`src/hdl/asfr_pkg.sv`:
```
package asfr_pkg;

  // frame store geometry
  localparam int BUFFER_BYTES = 64;
  localparam int ADDR_W       = $clog2(BUFFER_BYTES);
  localparam int CNT_W        = ADDR_W + 1;
  localparam int CMP_W        = 10;

  // frame layout
  localparam int FRAME_OVERHEAD = 5;
  localparam int POS_SENDER     = 1;
  localparam int POS_RECEIVER   = 2;
  localparam int POS_LENGTH     = 3;
  localparam int POS_PAYLOAD    = 4;

  // field widths
  localparam int BYTE_W = 8;
  localparam int LEN_W  = 6;

  // configuration register indexes
  localparam int CFG_IDX_W = 2;
  localparam logic [CFG_IDX_W-1:0] CFG_OWN_ADDRESS = 2'd0;
  localparam logic [CFG_IDX_W-1:0] CFG_START_BYTE  = 2'd1;
  localparam logic [CFG_IDX_W-1:0] CFG_END_BYTE    = 2'd2;

  // configuration reset values
  localparam logic [BYTE_W-1:0] OWN_ADDRESS_RST = 8'hA1;
  localparam logic [BYTE_W-1:0] START_BYTE_RST  = 8'hEA;
  localparam logic [BYTE_W-1:0] END_BYTE_RST    = 8'hED;

  // controller to datapath commands
  typedef struct packed {
    logic in_accept;
    logic k_clr;
    logic rd_en;
    logic load_data;
    logic load_empty;
  } cmd_t;

  // datapath to controller status
  typedef struct packed {
    logic frame_ok;
    logic len_zero;
    logic last_item;
    logic out_free;
  } status_t;

endpackage

```
`src/hdl/asfr_dpath.sv`:
```
module asfr_dpath (
  input  logic                           clk,
  input  logic                           rst_n,
  input  asfr_pkg::cmd_t                 cmd,
  output asfr_pkg::status_t              status,
  input  logic [asfr_pkg::BYTE_W-1:0]    in_rx_byte,
  input  logic                           cfg_valid,
  input  logic [asfr_pkg::CFG_IDX_W-1:0] cfg_index,
  input  logic [asfr_pkg::BYTE_W-1:0]    cfg_data,
  output logic                           out_valid,
  input  logic                           out_stall,
  output logic [asfr_pkg::BYTE_W-1:0]    out_sender_id,
  output logic [asfr_pkg::LEN_W-1:0]     out_payload_len,
  output logic [asfr_pkg::LEN_W-1:0]     out_byte_pos,
  output logic [asfr_pkg::BYTE_W-1:0]    out_data_byte,
  output logic                           out_empty_payload,
  output logic                           out_last
);

  // configuration registers
  logic [asfr_pkg::BYTE_W-1:0] own_r, start_r, end_r;

  // frame parse state
  logic                        in_frame_r, in_frame_nxt;
  logic [asfr_pkg::CNT_W-1:0]  wc_r, wc_nxt;
  logic [asfr_pkg::BYTE_W-1:0] sender_r, rcv_r, len_r;

  // frame store
  logic [asfr_pkg::BYTE_W-1:0] mem [asfr_pkg::BUFFER_BYTES];
  logic [asfr_pkg::BYTE_W-1:0] rdata_r;

  // readout counter
  logic [asfr_pkg::BYTE_W-1:0] k_r;

  // output register
  logic                        out_valid_r;
  logic [asfr_pkg::BYTE_W-1:0] o_sender_r, o_data_r;
  logic [asfr_pkg::LEN_W-1:0]  o_len_r, o_pos_r;
  logic                        o_empty_r, o_last_r;

  // per-byte parse logic
  logic                        restart, inf, addr_drop, live, ovf, store, is_end;
  logic [asfr_pkg::CNT_W-1:0]  wce, wc1;
  logic [asfr_pkg::ADDR_W-1:0] rd_addr;

  always_comb begin
    restart   = (in_rx_byte == start_r);
    inf       = restart | in_frame_r;
    wce       = restart ? '0 : wc_r;
    addr_drop = inf & (wce >= asfr_pkg::CNT_W'(asfr_pkg::POS_LENGTH)) & (rcv_r != own_r);
    live      = inf & ~addr_drop;
    ovf       = live & (wce >= asfr_pkg::CNT_W'(asfr_pkg::BUFFER_BYTES));
    store     = live & ~ovf;
    wc1       = wce + asfr_pkg::CNT_W'(1);
    is_end    = (in_rx_byte == end_r);
    if (store & ~is_end) begin
      in_frame_nxt = 1'b1;
      wc_nxt       = wc1;
    end else begin
      in_frame_nxt = 1'b0;
      wc_nxt       = '0;
    end
  end

  // status towards the controller
  always_comb begin
    status.frame_ok  = store & is_end &
                       (asfr_pkg::CMP_W'(wc1) ==
                        asfr_pkg::CMP_W'(len_r) + asfr_pkg::CMP_W'(asfr_pkg::FRAME_OVERHEAD));
    status.len_zero  = (len_r == '0);
    status.last_item = (k_r + asfr_pkg::BYTE_W'(1)) == len_r;
    status.out_free  = ~out_valid_r | ~out_stall;
  end

  assign rd_addr = asfr_pkg::ADDR_W'(k_r + asfr_pkg::BYTE_W'(asfr_pkg::POS_PAYLOAD));

  // configuration writes
  always_ff @(posedge clk) begin
    if (!rst_n) begin
      own_r   <= asfr_pkg::OWN_ADDRESS_RST;
      start_r <= asfr_pkg::START_BYTE_RST;
      end_r   <= asfr_pkg::END_BYTE_RST;
    end else if (cfg_valid) begin
      case (cfg_index)
        asfr_pkg::CFG_OWN_ADDRESS: own_r   <= cfg_data;
        asfr_pkg::CFG_START_BYTE:  start_r <= cfg_data;
        asfr_pkg::CFG_END_BYTE:    end_r   <= cfg_data;
        default: ;
      endcase
    end
  end

  // parse control state
  always_ff @(posedge clk) begin
    if (!rst_n) begin
      in_frame_r <= 1'b0;
      wc_r       <= '0;
    end else if (cmd.in_accept) begin
      in_frame_r <= in_frame_nxt;
      wc_r       <= wc_nxt;
    end
  end

  // header bytes
  always_ff @(posedge clk) begin
    if (cmd.in_accept && store) begin
      if (wce == asfr_pkg::CNT_W'(asfr_pkg::POS_SENDER)) begin
        sender_r <= in_rx_byte;
      end
      if (wce == asfr_pkg::CNT_W'(asfr_pkg::POS_RECEIVER)) begin
        rcv_r <= in_rx_byte;
      end
      if (wce == asfr_pkg::CNT_W'(asfr_pkg::POS_LENGTH)) begin
        len_r <= in_rx_byte;
      end
    end
  end

  // frame store write and registered read
  always_ff @(posedge clk) begin
    if (cmd.in_accept && store) begin
      mem[wce[asfr_pkg::ADDR_W-1:0]] <= in_rx_byte;
    end
    if (cmd.rd_en) begin
      rdata_r <= mem[rd_addr];
    end
  end

  // payload position counter
  always_ff @(posedge clk) begin
    if (cmd.k_clr) begin
      k_r <= '0;
    end else if (cmd.load_data) begin
      k_r <= k_r + asfr_pkg::BYTE_W'(1);
    end
  end

  // output register
  always_ff @(posedge clk) begin
    if (!rst_n) begin
      out_valid_r <= 1'b0;
    end else if (cmd.load_data || cmd.load_empty) begin
      out_valid_r <= 1'b1;
    end else if (!out_stall) begin
      out_valid_r <= 1'b0;
    end
  end

  always_ff @(posedge clk) begin
    if (cmd.load_data) begin
      o_sender_r <= sender_r;
      o_len_r    <= len_r[asfr_pkg::LEN_W-1:0];
      o_pos_r    <= k_r[asfr_pkg::LEN_W-1:0];
      o_data_r   <= rdata_r;
      o_empty_r  <= 1'b0;
      o_last_r   <= status.last_item;
    end else if (cmd.load_empty) begin
      o_sender_r <= sender_r;
      o_len_r    <= '0;
      o_pos_r    <= '0;
      o_data_r   <= '0;
      o_empty_r  <= 1'b1;
      o_last_r   <= 1'b1;
    end
  end

  assign out_valid         = out_valid_r;
  assign out_sender_id     = o_sender_r;
  assign out_payload_len   = o_len_r;
  assign out_byte_pos      = o_pos_r;
  assign out_data_byte     = o_data_r;
  assign out_empty_payload = o_empty_r;
  assign out_last          = o_last_r;

`ifndef NO_ASSERTIONS
  // byte count never runs past the store
  a_wc_bound: assert property (@(posedge clk) disable iff (!rst_n)
    wc_r <= asfr_pkg::CNT_W'(asfr_pkg::BUFFER_BYTES))
    else $error("frame byte count beyond buffer");

  // count is cleared whenever no frame is open
  a_wc_idle: assert property (@(posedge clk) disable iff (!rst_n)
    !in_frame_r |-> wc_r == '0)
    else $error("byte count left over outside a frame");
`endif

endmodule

```
`src/hdl/asfr_ctrl.sv`:
```
module asfr_ctrl (
  input  logic              clk,
  input  logic              rst_n,
  input  logic              in_valid,
  output logic              in_stall,
  input  asfr_pkg::status_t status,
  output asfr_pkg::cmd_t    cmd
);

  localparam logic [1:0] ST_IDLE  = 2'd0;
  localparam logic [1:0] ST_READ  = 2'd1;
  localparam logic [1:0] ST_SHOW  = 2'd2;
  localparam logic [1:0] ST_EMPTY = 2'd3;

  logic [1:0] state_r, state_nxt;

  // next state and commands
  always_comb begin
    state_nxt      = state_r;
    in_stall       = 1'b1;
    cmd.in_accept  = 1'b0;
    cmd.k_clr      = 1'b0;
    cmd.rd_en      = 1'b0;
    cmd.load_data  = 1'b0;
    cmd.load_empty = 1'b0;
    case (state_r)
      ST_IDLE: begin
        in_stall      = 1'b0;
        cmd.in_accept = in_valid;
        if (in_valid && status.frame_ok) begin
          cmd.k_clr = 1'b1;
          state_nxt = status.len_zero ? ST_EMPTY : ST_READ;
        end
      end
      ST_READ: begin
        cmd.rd_en = 1'b1;
        state_nxt = ST_SHOW;
      end
      ST_SHOW: begin
        if (status.out_free) begin
          cmd.load_data = 1'b1;
          state_nxt     = status.last_item ? ST_IDLE : ST_READ;
        end
      end
      ST_EMPTY: begin
        if (status.out_free) begin
          cmd.load_empty = 1'b1;
          state_nxt      = ST_IDLE;
        end
      end
      default: state_nxt = ST_IDLE;
    endcase
  end

  always_ff @(posedge clk) begin
    if (!rst_n) begin
      state_r <= ST_IDLE;
    end else begin
      state_r <= state_nxt;
    end
  end

`ifndef NO_ASSERTIONS
  // a good frame end always starts a readout
  a_frame_start: assert property (@(posedge clk) disable iff (!rst_n)
    (state_r == ST_IDLE && in_valid && status.frame_ok) |=> state_r != ST_IDLE)
    else $error("accepted frame did not start readout");

  // final payload transfer returns to idle
  a_last_done: assert property (@(posedge clk) disable iff (!rst_n)
    (state_r == ST_SHOW && status.out_free && status.last_item) |=> state_r == ST_IDLE)
    else $error("readout ran past last payload byte");
`endif

endmodule

```
`src/hdl/addressed_serial_frame_receiver.sv`:
```
// Addressed serial frame receiver.
// Input channel: one received byte per transfer (in_valid / in_stall).
// Frames are start byte, sender, receiver, length, payload, end byte.
// Output channel: one transfer per payload byte of an accepted frame,
// carrying sender, length, position, data and a last mark; a frame with
// no payload gives a single transfer flagged empty.
// Configuration: cfg_valid / cfg_ready with cfg_index and cfg_data,
// index 0 own address, 1 start byte, 2 end byte; cfg_ready is always high.
// Throughput: one byte per cycle while parsing. On a good end byte the
// input stalls for readout: each payload byte is first read from the frame
// store into a register and then loaded into the output register, one byte
// after the other (an empty frame loads its result directly). The input
// stays stalled until the last result of the frame is loaded, longer if the
// output stalls.
// A stalled output holds its result; further input bytes are still taken
// while the last result of a frame waits.
// Reset: no frame open, registers back to 0xA1, 0xEA, 0xED, output empty.
module addressed_serial_frame_receiver (
  input  logic                           clk,
  input  logic                           rst_n,
  input  logic                           in_valid,
  output logic                           in_stall,
  input  logic [asfr_pkg::BYTE_W-1:0]    in_rx_byte,
  input  logic                           cfg_valid,
  output logic                           cfg_ready,
  input  logic [asfr_pkg::CFG_IDX_W-1:0] cfg_index,
  input  logic [asfr_pkg::BYTE_W-1:0]    cfg_data,
  output logic                           out_valid,
  input  logic                           out_stall,
  output logic [asfr_pkg::BYTE_W-1:0]    out_sender_id,
  output logic [asfr_pkg::LEN_W-1:0]     out_payload_len,
  output logic [asfr_pkg::LEN_W-1:0]     out_byte_pos,
  output logic [asfr_pkg::BYTE_W-1:0]    out_data_byte,
  output logic                           out_empty_payload,
  output logic                           out_last
);

  asfr_pkg::cmd_t    cmd;
  asfr_pkg::status_t status;

  assign cfg_ready = 1'b1;

  // sequencer
  asfr_ctrl u_ctrl (
    .clk      (clk),
    .rst_n    (rst_n),
    .in_valid (in_valid),
    .in_stall (in_stall),
    .status   (status),
    .cmd      (cmd)
  );

  // parser, frame store and output register
  asfr_dpath u_dpath (
    .clk               (clk),
    .rst_n             (rst_n),
    .cmd               (cmd),
    .status            (status),
    .in_rx_byte        (in_rx_byte),
    .cfg_valid         (cfg_valid),
    .cfg_index         (cfg_index),
    .cfg_data          (cfg_data),
    .out_valid         (out_valid),
    .out_stall         (out_stall),
    .out_sender_id     (out_sender_id),
    .out_payload_len   (out_payload_len),
    .out_byte_pos      (out_byte_pos),
    .out_data_byte     (out_data_byte),
    .out_empty_payload (out_empty_payload),
    .out_last          (out_last)
  );

endmodule

```
`config.mk`:
```
export PLATFORM = sky130hd
export DESIGN_NAME = addressed_serial_frame_receiver
export DESIGN_NICKNAME = d
export VERILOG_FILES = /design/src/hdl/asfr_pkg.sv /design/src/hdl/asfr_dpath.sv /design/src/hdl/asfr_ctrl.sv /design/src/hdl/addressed_serial_frame_receiver.sv
export SDC_FILE = /design/constraint.sdc
export NUM_CORES = 1
export LEC_CHECK = 0
export BUFFER_PORTS_ARGS = -buffer_cell sky130_fd_sc_hd__buf_2
export CORE_ASPECT_RATIO = 0.7
export CORE_MARGIN = 4
export CORE_UTILIZATION = 55
export CTS_CLUSTER_DIAMETER = 40
export DETAILED_ROUTE_END_ITERATION = 6
export PLACE_DENSITY = 0.71
export SYNTH_ARGS = -nofsm -noshare
export SYNTH_HDL_FRONTEND = slang
export SYNTH_SLANG_ARGS = --single-unit
```
`constraint.sdc`:
```
create_clock -name clk -period 5.45 [get_ports clk]
set_clock_uncertainty 0.2 [all_clocks]
set_input_delay 1.635 -clock clk [delete_from_list [all_inputs] [get_ports clk]]
set_output_delay 1.635 -clock clk [all_outputs]
set_load 0.03 [all_outputs]
```
**After elaboration in Yosys (flattened, before gate mapping)**

Memory sizes are Yosys's and may differ from the RTL's. A register that Yosys moved wholly into a read port is not among the register bits.
Index checks and enable logic that the tools add are counted.

- Bits in registers: 97
- Latch bits: 0
- RAM bits: 512
- Bits in read-only memories: 0
- Input port bits: 23
- Output and inout bits: 33
- Logic and storage cells: 99
- Memories: 1

Memory list:

| memory | words | bits a word | read ports | clocked after Yosys merged registers in | write ports | line | RTL |
|---|---|---|---|---|---|---|---|
| u_dpath.mem | 64 | 8 | 1 | 1 | 1 | asfr_dpath.sv:29 | `logic [asfr_pkg::BYTE_W-1:0] mem [asfr_pkg::BUFFER_BYTES];` |

- $add $sub $neg: 4
- Multiply operators: 0
- Div/mod/pow operators: 0
- Order comparisons: 2
- Equal/unequal tests: 17
- Shift-type cells: 0
- Multiplexer cells: 29
- Bitwise logic cells: 15
- Reduce and logical (&&, ||, !) cells: 14

Operators by type and width:

| operator | count |
|---|---|
| $mux 8 | 4 |
| $eq 8x8->1 | 3 |
| $mux 6 | 3 |
| $eq 7x2->1 const B | 2 |
| $mux 1 | 14 |
| $mux 7 | 2 |
| $reduce_and 2->1 | 6 |
| $eq 7x10->1 | 1 |
| $mux 2 | 5 |
| $add 8x3->9 const B | 1 |
| $add 8x1->8 const B | 1 |
| $and 1x1->1 | 8 |
| $logic_not 8->1 | 1 |
| $ne 8x8->1 | 1 |
| $pmux 2 s4 | 1 |
| $add 7x1->7 const B | 1 |
| $eq 7x1->1 const B | 1 |
| $ge 7x2->1 const B | 1 |
| $ge 7x7->1 const B | 1 |
| $add 6x3->6 const B | 1 |
| $eq 2x2->1 const B | 3 |
| $not 1->1 | 5 |
| $eq 2x1->1 const B | 2 |
| $logic_not 2->1 | 2 |
| other kinds (7) | 11 |

**Depth between registers and ports, before layout**

Gate-level depths: netlist of the first run.

- Word-level depth: 18
- Depth in mapped cells: 15
- Gate-level depth less buffers: 13

**Cells and area by module**

Synthesis of the first run repeated with hierarchy kept, for this count alone.

- Cells, all modules: 1288
- Area, all modules: 24728.7 µm²

By module, submodules not included:

| module | times used | cells an instance | area an instance (µm²) | sequential area each (µm²) |
|---|---|---|---|---|
| asfr_dpath | 1 | 1271 | 24573.6 | 18047.3 |
| asfr_ctrl | 1 | 15 | 143.9 | 40.0 |
| addressed_serial_frame_receiver | 1 | 2 | 11.3 | 0.0 |

**Worst setup path after synthesis of the first run**

Ideal clock, no wire load.

- Path type: input to register
- From: in in_rx_byte[4] in the netlist's numbering
- To: mem u_dpath.mem[28][0] in the netlist's numbering, enable pin
- Arrival time: 4551 ps
- Data required time: 4855 ps
- Path slack: 304 ps
- Cell stages on the path: 13
- Path buffers: 2
- Cells stage by stage: xnor2_1 -> and4_1 -> nand2_1 -> clkbuf_1 -> nand2_1 -> inv_1 -> ha_1 -> clkbuf_1 -> o21ai_0 -> o211ai_1 -> nor2_2 -> nand4b_1 -> nor4_1

- Longest elaborated chain between the ends: 13
- Elaborated cells on any way between the ends: 15
- Those cells by class: 2 x order compare; 1 x eq/ne; 3 x mux; 8 x bitwise; 1 x reduce/logical

Ends and longest elaborated chain:

| element | line | RTL |
|---|---|---|
| start: declaration | addressed_serial_frame_receiver.sv:23 | `input logic [asfr_pkg::BYTE_W-1:0] in_rx_byte,` |
| $eq 8x8->1 * | asfr_dpath.sv:47 | `restart = (in_rx_byte == start_r);` |
| $mux 7 | asfr_dpath.sv:49 | `wce = restart ? '0 : wc_r;` |
| $ge 7x2->1 | asfr_dpath.sv:50 | `addr_drop = inf & (wce >= asfr_pkg::CNT_W'(asfr_pkg::POS_LENGTH)) & (rcv_r != own_r);` |
| $and 1x1->1 (2 in a row) | asfr_dpath.sv:50 |  |
| $not 1->1 | asfr_dpath.sv:51 | `live = inf & ~addr_drop;` |
| $and 1x1->1 | asfr_dpath.sv:51 |  |
| $and 1x1->1 | asfr_dpath.sv:52 | `ovf = live & (wce >= asfr_pkg::CNT_W'(asfr_pkg::BUFFER_BYTES));` |
| $not 1->1 | asfr_dpath.sv:53 | `store = live & ~ovf;` |
| $and 1x1->1 | asfr_dpath.sv:53 |  |
| $logic_and 1x1->1 | asfr_dpath.sv:121 | `if (cmd.in_accept && store) begin` |
| $mux 1 | asfr_dpath.sv:121 |  |
| $mux 1 (implied by the code) | asfr_dpath.sv:122 | `mem[wce[asfr_pkg::ADDR_W-1:0]] <= in_rx_byte;` |
| end: declaration | asfr_dpath.sv:29 |  |

Every way passes the cells marked *; elsewhere a longest branch is shown, timed or not.

**Final worst setup path of the first run**

- From: in in_rx_byte[1] in the netlist's numbering
- To: reg u_ctrl.state_r[0]

- Longest elaborated chain between the ends: 15
- Elaborated cells on any way between the ends: 20
- Those cells by class: 1 x add/sub; 2 x order compare; 4 x eq/ne; 1 x mux; 10 x bitwise; 2 x reduce/logical

Ends and longest elaborated chain:

| element | line | RTL |
|---|---|---|
| $eq 8x8->1 | asfr_dpath.sv:47 |  |
| $mux 7 | asfr_dpath.sv:49 |  |
| $ge 7x2->1 | asfr_dpath.sv:50 |  |
| $and 1x1->1 (2 in a row) | asfr_dpath.sv:50 |  |
| $not 1->1 | asfr_dpath.sv:51 |  |
| $and 1x1->1 | asfr_dpath.sv:51 |  |
| $and 1x1->1 | asfr_dpath.sv:52 |  |
| $not 1->1 | asfr_dpath.sv:53 |  |
| $and 1x1->1 | asfr_dpath.sv:53 |  |
| $and 1x1->1 | asfr_dpath.sv:67 | `status.frame_ok = store & is_end &` |
| $and 1x1->1 * | asfr_dpath.sv:67 |  |
| $logic_and 1x1->1 * | asfr_ctrl.sv:30 | `if (in_valid && status.frame_ok) begin` |
| $ne 2x1->1 (no source line) * | - |  |
| $reduce_and 3->1 (no source line) * | - |  |
| end signal: assignment | asfr_ctrl.sv:59 | `state_r <= state_nxt;` |
| end: declaration | asfr_ctrl.sv:15 | `logic [1:0] state_r, state_nxt;` |

Marks and branches as above.
A chain may end at the register's enable or synchronous reset.

==> results.yml, run 1 <==
outcome:
  status: "finished, final reports clean"
sta:
  maxSlewHeadroom_pct: 27.1
  worstMarginPinSlew_ps: 1090
  hold_viol: 0
  final_max_slew_viol_count: 0
  final.period_utilization_pct: 82.2
  finalSetupViolCount: 0
  post-route-min-period_ps: 4480
  clock.fmax_ghz: 0.223
  rsz0062_at_grt: "false"
  fin_hold_ws_ps: 220
  tns_ps: 0
critical_path:
  criticalPathCategory: "in2reg"
  critPathLaunch: "in_rx_byte[1]"
  cp_num_cells: 16
  worst_ep_arrival_time_ps: 4770
  cp.required_ps: 5740
  path_delay_family: "simple AND/OR/NAND/NOR gates"
  cp-start-kind: "primary input"
  cp_slowest_stage_delay_ps: 400
  regToRegEndpoint: "u_dpath.mem[48][4]"
  crit_buf_inv: 4
  crit_path_end: "u_ctrl.state_r[0]"
  path_max_fanout: 9
  path_cells: "buf_2 -> xnor2_1 -> buf_4 -> and4_1 -> nand2_1 -> nand2_1 -> inv_1 -> ha_1 -> nand3_1 -> or3_1 -> and4b_1 -> a22o_1 -> a32oi_1 -> nor4_4 -> buf_4 -> o31a_1"
  r2r_start: "u_dpath.start_r[1]"
  reg2reg_depth: 13
  critPathSlowestCell: "or3_1"
  end_kind: "flip-flop"
  reg2reg_slack_ps: 1680
die:
  die_y_um: 185
  start_util_pct: 55.9
  core_area_um2: 43900
  dieWidth_um: 260
  num_rows: 64
  die_area_um2: 48100
  io_pins: 56
drt:
  drc: 0
  wl_per_cell_um: 27.4
  vias_per_cell: 6.17
  detail-route-antenna-nets: 0
  drt_pass1_iterations: 5
  routed_wl_um: 56100
  drt_iter0_drc: 1520
  vias: 12600
place:
  finalWeightedCongestion: 0.892
  place_inst: 1938
  dp_hpwl_um: 36400
  io_buffers: 54
clock_tree:
  cts_resized: 0
  cts_max_level: 2
  clock_latency_ps: 600
  clkTransAtPathRegs_ps: 60
  cts_buffers: 59
  cts_tree: "yes"
  root_buffer: "clkbuf_16"
  clock-sinks: 617
  cts_hold_buf: 0
  cts.path.max_buffers: 3
  cts_setup_buffers: 0
power:
  p_int_uw: 7480
  seqPwrFrac_pct: 55.6
  power.share.clock_pct: 42.8
  p_sw_share_pct: 19.6
  comb_power_share_pct: 1.6
  p_total_uw: 9310
  ir_worst_vdd_mv: 0.258
  power-per-cell-area_nw_per_um2: 331
  switching_power_uw: 1830
  leakagePower_uw: 0.00899
grt:
  grt_max_degree: 74
  grt_pass1_vias: 12500
  antenna_found_initial: 4
  grt.total_usage_pct: 23.9
  overflow: 0
  grt_pass1_wl_um: 83600
final_layout:
  nNetsFinal: 1435
  area_growth_pct: 14.6
  multi_input_area_um2: 6120
  diodes: 0
  fin_cells: 2047
  fill_cells: 3034
  drive_above_1_share_pct: 29.9
  final_util_pct: 64.0
  area.sequential_um2: 18100
job:
  drv_cap: 0
synthesis:
  yosysSeqAreaShare_pct: 73.8
  ys_seq_elements: 617
  syn_area_um2: 24500
  async_flop_share_pct: 0
  synth_cell_type_count: 58
  yosys_warnings: 0
  syn_area_per_cell_um2: 19.8
  synth_flop_cell: "edfxtp_1"
  synthesis.instances: 1237
  synth_fp_nets: 1267
  synth_edf_count: 573
hold_path:
  hold_path.class: "reg2reg"
  hp-start: "u_dpath.sender_r[3]"
## how the worst min path moves through the flow
stage / end / slack [ps] / depth (start not counted)
after floorplan: u_dpath.out_sender_id[0] / 200 / 0
after global placement: u_dpath.out_sender_id[1] / 200 / 0
after detailed placement: u_dpath.out_sender_id[3] / 200 / 0
after CTS: u_dpath.out_sender_id[3] / 220 / 0
after global routing: u_dpath.out_sender_id[3] / 230 / 0
final: u_dpath.out_sender_id[3] / 220 / 0
## layout by cell type (no fill, tap or decap), types with 6 or more instances in the layout
cell type | Yosys | routed
nand4_1 | 17 | 17
nor4_1 | 11 | 9
inv_6 | 0 | 6
inv_1 | 8 | 8
nand2_1 | 59 | 59
nor3_1 | 15 | 15
buf_4 | 4 | 118
nor2b_1 | 8 | 8
ha_1 | 7 | 7
clkinv_1 | 0 | 15
bufinv_16 | 0 | 6
mux2i_1 | 10 | 10
nand3_1 | 23 | 23
nor2_1 | 74 | 74
buf_2 | 17 | 54
dfxtp_1 | 44 | 41
and2_1 | 22 | 22
a21boi_0 | 6 | 6
clkbuf_16 | 0 | 59
xor2_1 | 21 | 21
clkbuf_1 | 38 | 12
edfxtp_1 | 573 | 573
mux4_2 | 168 | 168
xnor2_1 | 37 | 37
## final cells by class
cell class                      instances  area share [%]
Clock buffer                           71            5.42
Clock inverter                         38            1.30
Inverter                                8           0.107
Multi-Input combinational cell        544            21.8
Sequential cell                       617            64.4
Tap cell                              594            2.65
Timing Repair Buffer                  175            4.33
## state kept, by name, indices dropped and copies added, names as in the netlist
signal,cells
u_dpath.wc_r,7
u_dpath.start_r,8
u_dpath.mem,512
u_dpath.out_sender_id,8
u_dpath.out_empty_payload,1
u_ctrl.state_r,2
u_dpath.sender_r,8
u_dpath.out_data_byte,8
u_dpath.in_frame_r,1
u_dpath.rdata_r,8
u_dpath.out_byte_pos,6
u_dpath.out_payload_len,6
u_dpath.end_r,8
u_dpath.len_r,8
u_dpath.k_r,8
u_dpath.out_last,1
u_dpath.own_r,8
u_dpath.out_valid,1
u_dpath.rcv_r,8
## logic make-up after synthesis
| family | synth area share (%) |
|---|---|
| compound gates | 1.32 |
| other cells | 0.0153 |
| xor+xnor | 2.18 |
| fa+ha+maj | 0.357 |
| mux | 15.8 |
| simple gates | 5.19 |
| buf+inv | 1.34 |
| flops | 73.8 |
## stage by stage
stage,instance area [um^2],setup slack [ps]
after floorplan,24500,304
after global placement,26200,456
after detailed placement,26200,442
after CTS,28100,1010
after global routing,28100,701
final,28100,971
## cells in the mapped netlist (all sizes together), types with 2 or more instances
| library cell | instances | area share [%] |
|---|---|---|
| inv | 8 | 0.12 |
| xnor2 | 38 | 1.4 |
| ha | 7 | 0.36 |
| a32o | 3 | 0.12 |
| or3 | 3 | 0.077 |
| and4b | 2 | 0.082 |
| o21a | 2 | 0.061 |
| nor3 | 15 | 0.31 |
| nor2 | 75 | 1.2 |
| o2111ai | 2 | 0.071 |
| and2 | 23 | 0.59 |
| edfxtp | 573 | 70 |
| buf | 30 | 0.64 |
| a21boi | 6 | 0.18 |
| o22ai | 2 | 0.051 |
| nand2 | 59 | 0.90 |
| nand3b | 4 | 0.12 |
| clkbuf | 38 | 0.58 |
| o21ai | 6 | 0.12 |
| mux4 | 168 | 15 |
| o31a | 2 | 0.071 |
| nor2b | 8 | 0.20 |
| nand4b | 4 | 0.14 |
| a31oi | 3 | 0.077 |
| dfxtp | 44 | 3.6 |
| a32oi | 2 | 0.071 |
| nand4 | 17 | 0.43 |
| mux2i | 10 | 0.41 |
| o211ai | 2 | 0.061 |
| nand2b | 2 | 0.051 |
| a21oi | 5 | 0.10 |
| and4 | 2 | 0.071 |
| nand3 | 23 | 0.47 |
| xor2 | 21 | 0.75 |
| and3b | 2 | 0.071 |
| nor4 | 13 | 0.42 |
## worst reg2reg max path: cells and delay by family (launching register included)
kind,cells,cell delay (ps)
xor gates and xnor gates,1,170
buffers and inverters,3,660
and+or+nand+nor,5,1020
DFF,1,450
adders and majority gates,1,250
AOI/OAI and AO/OA,3,700
## power groups by stage
| stage | Clock [uW] | Sequential (uW) | Combinational (uW) |
|---|---|---|---|
| final | 3990 | 5180 | 146 |
| after global routing | 4280 | 5180 | 158 |
| after CTS | 4050 | 5180 | 146 |
| after detailed placement | 0 | 5280 | 147 |
| after global placement | 0 | 5280 | 141 |
| after floorplan | 0 | 5280 | 36.5 |
## routing by layer
layer	global-route usage, %	wire [um]	up-vias
met2	33.5	24200	625
met5	0	13	-
met1	37.4	24400	6536
met4	6.33	1590	2
met3	6.73	5990	103
li1	-	-	5365
Note: power is estimated with default switching activity, not from simulation.
==> run 2: changes to the inputs <==
clock period = 4.2 ns   (was 5.45 ns; I/O delays follow)
==> run 2 against run 1 <==
First-iteration DRC count decreased by 4.2%. Clock power increased by 28%. Register-to-register slack got worse by 970 ps. Flip-flop and latch count unchanged. Via count decreased by 0.21%. Critical path depth decreased by 1. Clock-buffer cell count decreased by 3. Worst setup slack got worse by 670 ps. Critical path type unchanged. Largest power group unchanged.
==> results.yml, run 2 (synthesis gave the netlist of run 1 again) <==
critical_path:
  path_cells: "buf_2 -> xnor2_4 -> and4_1 -> nand2_1 -> and2_0 -> ha_2 -> nand3_1 -> or3_1 -> and4b_1 -> a22o_1 -> a32oi_1 -> buf_4 -> nor4_4 -> buf_4 -> o31a_1"
  cp_slowest_stage_delay_ps: 400
  criticalPathCategory: "in2reg"
  cp-start-kind: "primary input"
  end_kind: "flip-flop"
  crit_top_cell: "buf_4"
  cp.required_ps: 4480
  path_delay_family: "simple AND/OR/NAND/NOR gates"
  reg2reg_slack_ps: 710
  critPathSlowestCell: "or3_1"
  path_max_fanout: 9
  worst_ep_arrival_time_ps: 4190
  crit_buf_inv: 3
final_layout:
  drive_above_1_share_pct: 33.3
  largest_register_ffs: 512
  nNetsFinal: 1449
  area.sequential_um2: 18100
  layout_common_cells: "edfxtp_1, mux4_2, buf_4"
  multi_input_area_um2: 6370
  fill_cells: 2978
  diodes: 0
  area_growth_pct: 16.7
  layout_commonest_cell: "edfxtp_1"
sta:
  rsz0062_at_grt: "false"
  clock.fmax_ghz: 0.256
  worstMarginPinSlew_ps: 1030
  final.period_utilization_pct: 92.9
  tns_ps: 0
  post-route-min-period_ps: 3900
  maxSlewHeadroom_pct: 31.3
  hold_viol: 0
  finalSetupViolCount: 0
  final_max_slew_viol_count: 0
die:
  num_rows: 64
  die_y_um: 185
  core_area_um2: 43900
  io_pins: 56
  dieWidth_um: 260
  die_area_um2: 48100
  start_util_pct: 55.9
power:
  leakagePower_uw: 0.00916
  p_int_uw: 9640
  switching_power_uw: 2400
  p_sw_share_pct: 19.9
  power-per-cell-area_nw_per_um2: 421
  p_total_uw: 12000
  seqPwrFrac_pct: 55.8
  ir_worst_vdd_mv: 0.291
  power.share.clock_pct: 42.5
  comb_power_share_pct: 1.7
drt:
  vias: 12600
  wl_per_cell_um: 27.7
  drt_pass1_iterations: 7
  detail-route-antenna-nets: 0
  drc: 0
  vias_per_cell: 6.12
  routed_wl_um: 57000
  drt_iter0_drc: 1456
grt:
  antenna_found_initial: 3
  overflow: 0
  grt.total_usage_pct: 24.4
  grt_pass1_wl_um: 84900
  grt_max_degree: 73
  grt_pass1_vias: 12600
place:
  dp_hpwl_um: 36200
  io_buffers: 54
  finalWeightedCongestion: 0.884
clock_tree:
  cts_resized: 0
  cts_max_level: 2
  clkTransAtPathRegs_ps: 70
  cts.path.max_buffers: 3
  clock_latency_ps: 590
  root_buffer: "clkbuf_16"
  cts_setup_buffers: 0
  clock-sinks: 617
  cts_buffers: 57
  cts_tree: "yes"
  cts_hold_buf: 0
hold_path:
  hold_path.class: "reg2reg"
job:
  drv_cap: 0
outcome:
  status: "finished, final reports clean"
-- run 2: cell types whose count changed in the layout (fill, tap and decap cells not counted), sizes merged --
cell      before  now
clkinvlp       3    2
clkinv        22   23
bufinv         6    5
clkbuf        71   68
inv           15   14
buf          175  191
-- run 2: power groups by stage --
| stage | clock (uW) | combinational (uW) | sequential [uW] |
|---|---|---|---|
| finish | 5120 | 201 | 6720 |
| global route | 5500 | 215 | 6710 |
| global placement | 0 | 192 | 6850 |
| detailed placement | 0 | 200 | 6850 |
| CTS | 5210 | 201 | 6720 |
| floorplan | 0 | 54.4 | 6850 |
-- run 2: final timing paths --
check                 startpoint                        to  cells past startpoint
max                in_rx_byte[5]         u_ctrl.state_r[0]                     15
min          u_dpath.sender_r[6]  u_dpath.out_sender_id[6]                      0
max reg2reg   u_dpath.start_r[3]         u_ctrl.state_r[0]                     14
min reg2reg  u_dpath.sender_r[6]  u_dpath.out_sender_id[6]                      0
-- run 2: cell type report --
class,instances,share of cell area [%]
multi-input cells,544,22.3
clock inverters,36,1.19
repair buffers,191,5.33
clock buffers,68,5.28
flip-flops and latches,617,63.3
well taps,594,2.60
inverters,8,0.105
-- run 2: routing by layer --
metal	track usage, %	wire length, um	up-vias
li1	-	-	5386
met1	37.7	24600	6575
met2	34.9	25300	550
met3	6.54	5340	94
met4	7.10	1800	0
met5	0	0	-
-- run 2: per-stage QoR --
| stage | hold WS [ps] | instance area, um^2 | worst slack (ps) | instances | utilization, % |
|---|---|---|---|---|---|
| floorplan | 200 | 24800 | -98.8 | 1237 | - |
| finish | 218 | 28600 | 297 | 2058 | 65.2 |
| global route | 227 | 28600 | 163 | 2058 | 65.2 |
| detailed placement | 205 | 26800 | -283 | 1954 | 61.0 |
| CTS | 220 | 28600 | 343 | 2058 | 65.2 |
| global placement | 205 | 26800 | -261 | 1954 | 61.0 |
